===== src/integer_matrix_multiply_defines.svh =====
// ----------------------------------------------------------------------------
// Integer matrix multiply assertion macros
// Shared clocking and reset qualification for the concurrent checks.
// ----------------------------------------------------------------------------
`ifndef INTEGER_MATRIX_MULTIPLY_DEFINES_SVH
`define INTEGER_MATRIX_MULTIPLY_DEFINES_SVH

// Same-cycle implication, checked on every rising edge outside reset.
`define IMM_ASSERT_NOW(name, ante, cons) \
	name: assert property (@(posedge clk) disable iff (!arst_n) (ante) |-> (cons)) \
		else $error("integer_matrix_multiply check failed");

// Next-cycle implication, checked on every rising edge outside reset.
`define IMM_ASSERT_NEXT(name, ante, cons) \
	name: assert property (@(posedge clk) disable iff (!arst_n) (ante) |=> (cons)) \
		else $error("integer_matrix_multiply check failed");

`endif


===== src/imm_pkg.sv =====
// ----------------------------------------------------------------------------
// Integer matrix multiply package
// Sizes, command codes, sequencer states and shared helpers.
// ----------------------------------------------------------------------------
`timescale 1ns / 1ps

package imm_pkg;

	localparam int MAX_DIM       = 16;
	localparam int ELEMENT_WIDTH = 32;
	localparam int DIM_CAP       = (MAX_DIM < 16) ? MAX_DIM : 16;
	localparam int DIM_W         = 4;
	localparam int SIZE_W        = 5;
	localparam int DATA_W        = 32;
	localparam int NARROW_W      = (ELEMENT_WIDTH < DATA_W) ? ELEMENT_WIDTH : DATA_W;
	localparam int ADDR_W        = 2 * DIM_W;
	localparam int DEPTH         = 1 << ADDR_W;

	typedef enum logic [1:0] {
		CMD_WRITE_A = 2'd0,
		CMD_WRITE_B = 2'd1,
		CMD_COMPUTE = 2'd2,
		CMD_NONE    = 2'd3
	} cmd_t;

	typedef enum logic [1:0] {
		REG_ROWS_OF_A  = 2'd0,
		REG_INNER_SIZE = 2'd1,
		REG_COLS_OF_B  = 2'd2,
		REG_UNUSED     = 2'd3
	} reg_idx_t;

	typedef enum logic [1:0] {
		S_IDLE,
		S_RUN,
		S_DRAIN,
		S_EMIT
	} state_t;

	typedef struct packed {
		logic valid;
		logic clear;
	} mac_ctl_t;

	typedef struct packed {
		logic busy;
	} mac_sts_t;

	function automatic logic [SIZE_W-1:0] clamp_size(input logic [SIZE_W-1:0] v);
		logic [SIZE_W-1:0] cap;
		cap = SIZE_W'(DIM_CAP);
		return (v < cap) ? v : cap;
	endfunction

	function automatic logic [DATA_W-1:0] narrow_element(input logic [DATA_W-1:0] v);
		return DATA_W'(signed'(v[NARROW_W-1:0]));
	endfunction

endpackage


===== src/imm_mac.sv =====
// ----------------------------------------------------------------------------
// Integer matrix multiply MAC unit
// One shared multiplier with a registered product and a 32-bit accumulator.
// ----------------------------------------------------------------------------
`timescale 1ns / 1ps

module imm_mac (
	input  logic                      clk,
	input  logic                      arst_n,
	input  imm_pkg::mac_ctl_t         ctl,
	input  logic [imm_pkg::DATA_W-1:0] a_data,
	input  logic [imm_pkg::DATA_W-1:0] b_data,
	output imm_pkg::mac_sts_t         sts,
	output logic [imm_pkg::DATA_W-1:0] acc
);

	logic [imm_pkg::DATA_W-1:0] prod_s2;
	logic                       mul_v_s2;
	logic [imm_pkg::DATA_W-1:0] acc_q;

	always_ff @(posedge clk or negedge arst_n) begin
		if (!arst_n) begin
			mul_v_s2 <= 1'b0;
		end else begin
			mul_v_s2 <= ctl.valid;
		end
	end

	always_ff @(posedge clk) begin
		prod_s2 <= a_data * b_data;
		if (ctl.clear) begin
			acc_q <= '0;
		end else if (mul_v_s2) begin
			acc_q <= acc_q + prod_s2;
		end
	end

	assign sts.busy = mul_v_s2;
	assign acc      = acc_q;

endmodule


===== config.mk =====
export PLATFORM = sky130hd
export DESIGN_NAME = imm_mac
export DESIGN_NICKNAME = d
export VERILOG_FILES = /design/src/integer_matrix_multiply_defines.svh /design/src/imm_pkg.sv /design/src/imm_mac.sv
export SDC_FILE = /design/constraint.sdc
export NUM_CORES = 1
export LEC_CHECK = 0
export BUFFER_PORTS_ARGS = -buffer_cell sky130_fd_sc_hd__buf_2
export CAP_MARGIN = 20
export CORE_MARGIN = 2
export CORE_UTILIZATION = 60
export DETAILED_ROUTE_END_ITERATION = 16
export GPL_TIMING_DRIVEN = 1
export PLACE_DENSITY = 0.86
export SYNTH_ARGS = -nofsm -noshare
export SYNTH_HDL_FRONTEND = slang
export SYNTH_SLANG_ARGS = --single-unit

===== constraint.sdc =====
create_clock -name clk -period 4.3 [get_ports clk]
set_clock_uncertainty 0.1 [all_clocks]
set_input_delay 0.43 -clock clk [delete_from_list [all_inputs] [get_ports clk]]
set_output_delay 0.43 -clock clk [all_outputs]
set_load 0.05 [all_outputs]

## Word level (Yosys, flattened, before mapping)

Cells that the tools add are included.

- Flip-flop bits (word level): 65
- ROM bits: 0
- Input bits: 68
- Memory bits (writable): 0
- Latch bits: 0
- Memories kept: 0

- Equal/unequal tests: 0
- Reduce and logical (&&, ||, !) cells: 0
- Order comparisons: 0
- Bitwise logic cells: 0
- Muxes and demuxes: 0
- Divide/modulo/power cells: 0
- Shift-type cells: 0
- Add/sub/neg operators: 1
- Multipliers: 1

Operator list:

| cell | number |
|---|---|
| $add A32 B32 Y32 | 1 |
| $mul A32 B32 Y32 | 1 |

## Depth between registers and ports, before layout

Gate-level depths: netlist of run 1.

- Word-level depth: 1
- Depth in mapped cells: 28
- Mapped depth without buffers: 26

## Least setup slack after synthesis of run 1

OpenSTA, ideal clock, no wires.

- Path kind: input to register
- Start point: in b_data[2] (netlist name)
- End point: reg prod_s2[30] (netlist name)
- Arrival time: 6699 ps
- Setup time: 72 ps
- Path buffers: 2
- Setup slack: -2571 ps
- Stages: 25
- Cell sequence: clkbuf_1 -> clkbuf_1 -> and2_1 -> fa_1 -> inv_1 -> fa_1 -> fa_1 -> fa_1 -> inv_1 -> fa_1 -> inv_1 -> fa_1 -> inv_1 -> fa_1 -> fa_1 -> ha_1 -> a21o_1 -> a21o_1 -> a21o_1 -> a21oi_1 -> o31ai_2 -> a211oi_1 -> o31ai_1 -> a21oi_1 -> xnor2_1

- Cells in the longest elaborated chain, start to end: 1

Ends and longest elaborated chain:

| what | line | text |
|---|---|---|
| from (decl) | imm_mac.sv:12 | `input logic [imm_pkg::DATA_W-1:0] b_data,` |
| $mul A32 B32 Y32 | imm_mac.sv:30 | `prod_s2 <= a_data * b_data;` |
| to (signal assigned) | imm_mac.sv:30 |  |
| to (decl) | imm_mac.sv:17 | `logic [imm_pkg::DATA_W-1:0] prod_s2;` |

Every way passes these cells.
A chain may end at the register's enable or synchronous reset.

## Final worst setup path of run 1

- Start point: in b_data[2] (netlist name)
- End point: reg prod_s2[31] (netlist name)

Same word-level chain as after synthesis.

==> impl_metrics.py, run 1 <==
metrics = {
    "sta": {
        "slew_headroom": 0.5689,
        "rsz0062_at_grt": "true",
        "setup_viol": 24,
        "fin_ws_ps": -2762,
        "timing.setup.tns_ps": -48960,
        "tightest_slew_ps": 646.0,
        "maxSlewViolCount": 0,
        "post-route-period-util": 1.642,
        "layout_min_cycle_time_ps": 7062,
        "finalHoldViolCount": 0,
        "max_freq_mhz": 141.6,
    },
    "global_route": {
        "grt_antenna_before_repair": 1,
        "grt_overflow": 0,
        "grt_pass1_wl_microns": 92170,
        "grt_max_degree": 34,
        "grt_usage": 0.3564,
        "grt_pass1_vias": 18170,
    },
    "worst_setup_path": {
        "crit_type": "input pin to flop",
        "crit_path_end": "prod_s2[31]$_DFF_P_",
        "reg2reg_to": "acc[31]$_SDFFE_PP0P_",
        "startpoint_type": "input pin",
        "cp_max_fo": 5,
        "endpoint_kind": "flop",
        "r2r_cells": 11,
        "setup.worst_path.start": "b_data[2]",
        "r2r-start": "acc[2]$_SDFFE_PP0P_",
        "arrival_ps": 7220,
        "cp_data_required_time_ps": 4460,
        "reg2reg_setup_slack_ps": 980,
    },
    "logic_synthesis": {
        "ys.warnings.count": 0,
        "synth_nets": 2736,
        "synth.cell_area_sq_um": 18990,
        "ys_seq_area_frac": 0.06880,
        "netlist_instances": 2105,
        "synth-seq-cells": 65,
        "synth_area_per_cell_sq_um": 9.020,
        "ys.flop_type": "dfxtp_1",
        "async_flop_share": 0.01538,
        "netlist-cell-type-count": 62,
        "synth_edf_count": 0,
    },
    "die": {
        "row_count": 65,
        "die_y_microns": 181.9,
        "dieArea_sq_um": 33080,
        "initial_core_util": 0.6048,
        "die_w_microns": 181.9,
        "coreArea_sq_um": 31390,
        "pin_count": 101,
    },
    "min_path": {
        "hold_path_class": "input pin to flop",
    },
    "clock_tree": {
        "cts.path.max_buffers": 2,
        "cts-root-buf": "clkbuf_16",
        "cts_htree_levels": 3,
        "clk_latency_ps": 340,
        "cts.clk_slew.worst_paths_ps": 50,
        "cts_buffers": 9,
        "cts_tree": "done",
        "cts_sinks": 65,
    },
    "placement": {
        "dp_slack_ps": -2782,
        "dpl_cell_area_sq_um": 21550,
        "gp_congestion": 0.9924,
        "io_buffers": 100,
        "dp_hpwl_microns": 44600,
    },
    "routing": {
        "vias_per_cell": 6.112,
        "ant_nets": 0,
        "num_vias": 17020,
        "avgRoutedWirePerCell_microns": 23.55,
        "dr.pass1.iters": 6,
        "wirelength_microns": 65580,
        "drc_errors": 0,
        "drt_iter0_markers": 1768,
    },
    "cells_and_area": {
        "nFillCells": 1865,
        "seq_area_sq_um": 1306,
        "design_area_sq_um": 23260,
        "num-nets-final": 3006,
        "multiInputGateArea_sq_um": 16730,
        "drive_gt1_frac": 0.2349,
        "area_growth_pct": 22.52,
    },
    "run_status": {
        "violations": "setup timing",
        "status": "finished with violations",
    },
    "run": {
        "max_cap_viol_count": 0,
    },
}
how the worst min path moves through the flow:
stage	startpoint	to	slack, ps	cells past startpoint
after global routing	ctl[1]	sts$_DFF_PN0_	100	1
after CTS	ctl[1]	sts$_DFF_PN0_	90	1
final	ctl[1]	sts$_DFF_PN0_	90	1
after global placement	arst_n	sts$_DFF_PN0_	100	1
after floorplan	arst_n	sts$_DFF_PN0_	30	0
after detailed placement	arst_n	sts$_DFF_PN0_	110	1
metrics by stage:
stage                     instances  hold slack [ps]    util
after floorplan                2105            34.41       -
after global placement         2738            104.1  0.6864
after detailed placement       2738            105.9  0.6864
after CTS                      2773            91.06  0.7204
after global routing           2782            99.87  0.7408
final                          2785            93.10  0.7410
cells in the mapped netlist (all sizes together) (4+ instances only):
cell | count | area share
inv | 412 | 0.081
fa | 409 | 0.43
nand2 | 277 | 0.055
and2 | 271 | 0.089
ha | 154 | 0.10
clkbuf | 92 | 0.018
xnor2 | 86 | 0.040
dfxtp | 64 | 0.067
nor2 | 61 | 0.012
a21oi | 53 | 0.014
a21o | 27 | 0.011
o21ai | 26 | 0.0071
xor2 | 21 | 0.0097
mux2i | 15 | 0.0079
nor3 | 15 | 0.0040
a211oi | 13 | 0.0063
nand3 | 11 | 0.0029
o21bai | 10 | 0.0042
a31oi | 8 | 0.0026
nand4 | 8 | 0.0026
nor2b | 7 | 0.0023
o21a | 7 | 0.0028
buf | 6 | 0.0017
nand2b | 6 | 0.0020
and3 | 4 | 0.0013
nor4 | 4 | 0.0016
state kept, by name, indices dropped and copies added, names as in the netlist:
signal   cells
sts          1
prod_s2     32
acc         32
kinds of logic after synthesis:
logic type,count (synthesis),share of synthesized area
AO/OA/AOI/OAI,170,0.06142
XOR/XNOR,107,0.04936
AND/OR/NAND/NOR,675,0.1785
multiplexers,15,0.007908
adder cells (fa/ha/maj),563,0.5327
flip-flops,65,0.06880
buffers and inverters,510,0.1014
layout make-up:
class	instances	area share
Clock inverter	4	0.0008606
Clock buffer	12	0.01060
Multi-Input combinational cell	1530	0.7192
Sequential cell	65	0.05615
Tap cell	402	0.02162
Timing Repair Buffer	357	0.1246
Antenna cell	3	0.0003227
Inverter	412	0.06659
layer usage:
metal	global-route usage	vias to the layer above	share of wire
met5	0	-	0.00020
met4	0.1906	2	0.085
met3	0.07160	496	0.11
met2	0.6210	1361	0.47
met1	0.4164	8305	0.33
li1	-	6859	-
worst max-delay path, stage by stage:
cell      delay (ps)
buf_12           120
buf_8            120
and2_4           150
fa_1             530
inv_1             50
fa_1             480
fa_1             540
inv_2             50
fa_2             570
ha_4             220
ha_4             280
inv_4             50
fa_1             510
inv_2             50
fa_1             540
ha_4             330
o21ai_2           70
nand2b_1         300
nand4_1          410
a311oi_4         500
nand3_2          160
a41oi_2          190
o21a_1           180
o21ai_2           80
a21oi_2          150
xnor2_1          150
cell usage in the layout, fill, tap and decap left out, types with 9 or more instances in the layout:
cell type	n
xnor2_1	76
inv_2	19
fa_1	385
clkbuf_16	10
mux2i_1	15
fa_2	24
nor2_1	56
dfxtp_1	64
xor2_1	21
buf_2	77
ha_1	118
ha_4	35
and2_4	29
and2_1	242
a21o_1	27
xnor2_2	10
buf_6	41
o21ai_2	9
a21oi_2	19
a21oi_1	33
buf_12	15
buf_4	216
nor3_1	13
nand2_1	276
inv_1	392
what timing repair did:
| action | 4_1_cts | 5_1_grt |
|---|---|---|
| hold endpoints to repair | 1 | 0 |
| endpoints found under the setup margin | 25 | 25 |
| hold buffers | 1 | 0 |
| gates cloned | 1 | 1 |
| pin swaps | 72 | 81 |
| resized for setup | 154 | 126 |
| buffers inserted | 23 | 21 |
Power of run 1 is not shown: default switching activity piles up to over one toggle a cycle in this logic, so the estimate is an artifact.
==> inputs of run 2 (changes only) <==
Settings changed: ABC_AREA set to 1, BUFFER_PORTS_ARGS -buffer_cell sky130_fd_sc_hd__buf_2 to -buffer_cell sky130_fd_sc_hd__buf_4, CORE_MARGIN 2 to 4.
==> run 2 against run 1 <==
  * The run still ends with setup timing left
  * Sequential cell count stayed put
  * Register-to-register slack improved by 600 ps
  * Global-route usage is 2.8 points higher
  * Wire length grew 21%
  * Worst setup slack gained 640 ps
  * First-iteration DRC count rose by 18%
  * Non-clock buffer count increased by 34
  * Critical path depth rose by 1
  * Die area rose by 13%
  * Design area up 13%
  * Synthesized area is 8.1% higher
  * Synthesized cell count rose by 32%
  * Critical endpoint is now prod_s2[23]$_DFF_P_
  * Highest routed layer is now met4
==> impl_metrics.py, run 2 <==
metrics = {
    "routing": {
        "dr.pass1.iters": 12,
        "ant_nets": 0,
        "drc_errors": 0,
        "avgRoutedWirePerCell_microns": 22.41,
        "vias_per_cell": 5.842,
        "num_vias": 20620,
        "drt_iter0_markers": 2082,
        "wirelength_microns": 79120,
    },
    "logic_synthesis": {
        "ys.flop_type": "dfxtp_1",
        "async_flop_share": 0.01538,
        "netlist-cell-type-count": 53,
        "ys.warnings.count": 0,
        "synth.most_common_cell": "inv_1",
        "synth_top_area_frac": 0.3990,
        "synth.cell_area_sq_um": 20520,
        "synth_edf_count": 0,
        "ys_seq_area_frac": 0.06366,
        "synth_nets": 3420,
        "synth-seq-cells": 65,
        "synth_area_per_cell_sq_um": 7.357,
        "ys_top_cells_by_count": "inv_1 (811), nand2_1 (776), fa_1 (409)",
        "netlist_instances": 2789,
        "synth_area_leaders": "fa_1 (40%), inv_1 (15%), nand2_1 (14%), ha_1 (9.4%), dfxtp_1 (6.2%)",
        "yosys.area.top_type": "fa_1",
    },
    "sta": {
        "rsz0062_at_grt": "true",
        "fin_ws_ps": -2126,
        "setup_viol": 26,
        "layout_min_cycle_time_ps": 6426,
        "post-route-period-util": 1.494,
        "timing.setup.tns_ps": -44550,
        "max_freq_mhz": 155.6,
        "maxSlewViolCount": 0,
        "finalHoldViolCount": 0,
        "tightest_slew_ps": 836.7,
        "slew_headroom": 0.4416,
    },
    "clock_tree": {
        "cts_tree": "done",
        "cts_buffers": 9,
        "cts_htree_levels": 3,
        "cts_sinks": 65,
        "clk_latency_ps": 330,
        "cts.path.max_buffers": 2,
        "cts-root-buf": "clkbuf_16",
        "cts.clk_slew.worst_paths_ps": 50,
    },
    "global_route": {
        "grt_pass1_wl_microns": 110800,
        "grt_antenna_before_repair": 0,
        "grt_pass1_vias": 21620,
        "grt_max_degree": 45,
        "grt_overflow": 0,
        "grt_usage": 0.3841,
    },
    "worst_setup_path": {
        "crit_top_cell": "fa_1",
        "r2r-start": "acc[12]$_SDFFE_PP0P_",
        "reg2reg_setup_slack_ps": 1580,
        "startpoint_type": "input pin",
        "cp_top_family": "adder cells",
        "cp_max_fo": 12,
        "crit_type": "input pin to flop",
        "cp_slowest_cell": "fa_1",
        "cp_num_buf_inv": 11,
        "arrival_ps": 6580,
        "r2r_cells": 9,
        "cp_data_required_time_ps": 4460,
        "worst-path-stages": 27,
        "reg2reg_to": "acc[17]$_SDFFE_PP0P_",
        "endpoint_kind": "flop",
        "cp_slowest_stage_delay_ps": 570,
    },
    "cells_and_area": {
        "final_cell_mix": "inv_1 (746), nand2_1 (704), fa_1 (361), buf_4 (279), ha_1 (105)",
        "final_common_cell": "inv_1",
        "area_growth_pct": 27.98,
        "drive_gt1_frac": 0.2363,
        "num-nets-final": 3707,
    },
    "run_status": {
        "violations": "setup timing",
        "status": "finished with violations",
    },
    "run": {
        "max_cap_viol_count": 0,
    },
    "placement": {
        "dp_hpwl_microns": 51340,
        "io_buffers": 100,
        "gp_congestion": 0.9718,
    },
    "die": {
        "coreArea_sq_um": 33620,
        "pin_count": 101,
        "dieArea_sq_um": 37220,
        "initial_core_util": 0.6104,
        "die_w_microns": 192.9,
        "row_count": 67,
        "die_y_microns": 192.9,
    },
    "min_path": {
        "min_path_cells": 1,
        "hold_path_class": "input pin to flop",
        "min_from": "ctl[1]",
        "whs_endpoint": "sts$_DFF_PN0_",
    },
}
-- run 2: stage by stage --
| step | std cells | worst slack, ps | hold slack (ps) | area, sq um | util |
|---|---|---|---|---|---|
| 6_report | 3530 | -2126 | 104.7 | 26260 | 0.7812 |
| 5_1_grt | 3529 | -2231 | 103.0 | 26260 | 0.7811 |
| 3_3_place_gp | 3449 | -2258 | 104.8 | 23540 | 0.7003 |
| 4_1_cts | 3501 | -1781 | 94.39 | 25450 | 0.7571 |
| 3_5_place_dp | 3449 | -2388 | 106.2 | 23540 | 0.7003 |
| 2_1_floorplan | 2789 | -1976 | 34.41 | 21290 | - |
-- run 2: cell type report --
cell class,instances,area (sq um)
Multi-Input combinational cell,1796,17190
Clock buffer,13,240.2
Antenna cell,1,2.502
Sequential cell,65,1306
Timing Repair Buffer,391,3832
Fill cell,1968,7356
Tap cell,448,560.5
Inverter,813,3059
Clock inverter,3,65.06
-- run 2: worst max path at each step --
stage	from	slack, ps	end
after floorplan	b_data[7]	-1980	prod_s2[26]$_DFF_P_
after global placement	b_data[2]	-2260	prod_s2[31]$_DFF_P_
after detailed placement	a_data[16]	-2390	prod_s2[27]$_DFF_P_
after CTS	a_data[7]	-1780	prod_s2[31]$_DFF_P_
after global routing	b_data[12]	-2230	prod_s2[27]$_DFF_P_
final	b_data[11]	-2130	prod_s2[23]$_DFF_P_
-- run 2: what timing repair did --
action                                 in CTS  in global routing
hold buffers                                1                  0
setup buffers                              36                 30
pin swaps                                 170                159
endpoints found under the hold margin       1                  0
gates cloned                                1                  4
gates resized for setup                   294                168
setup endpoints to repair                  25                 25
-- run 2: kinds of logic (layout without fill, tap and decap cells) --
logic type,Yosys count,count (layout),share of synthesized area
buffers and inverters,928,1220,0.1730
AO/OA/AOI/OAI,177,177,0.05318
other,0,1,0
flip-flops,65,65,0.06366
AND/OR/NAND/NOR,1005,1005,0.1954
XOR/XNOR,51,51,0.02177
adder cells (fa/ha/maj),563,563,0.4930
-- run 2: routing by layer --
layer	wire length, microns	GRT usage
met1	24660	0.4247
met2	37220	0.6744
met3	8394	0.07959
met4	8842	0.2429
met5	0	0
Power of run 2 is left out for the same reason.
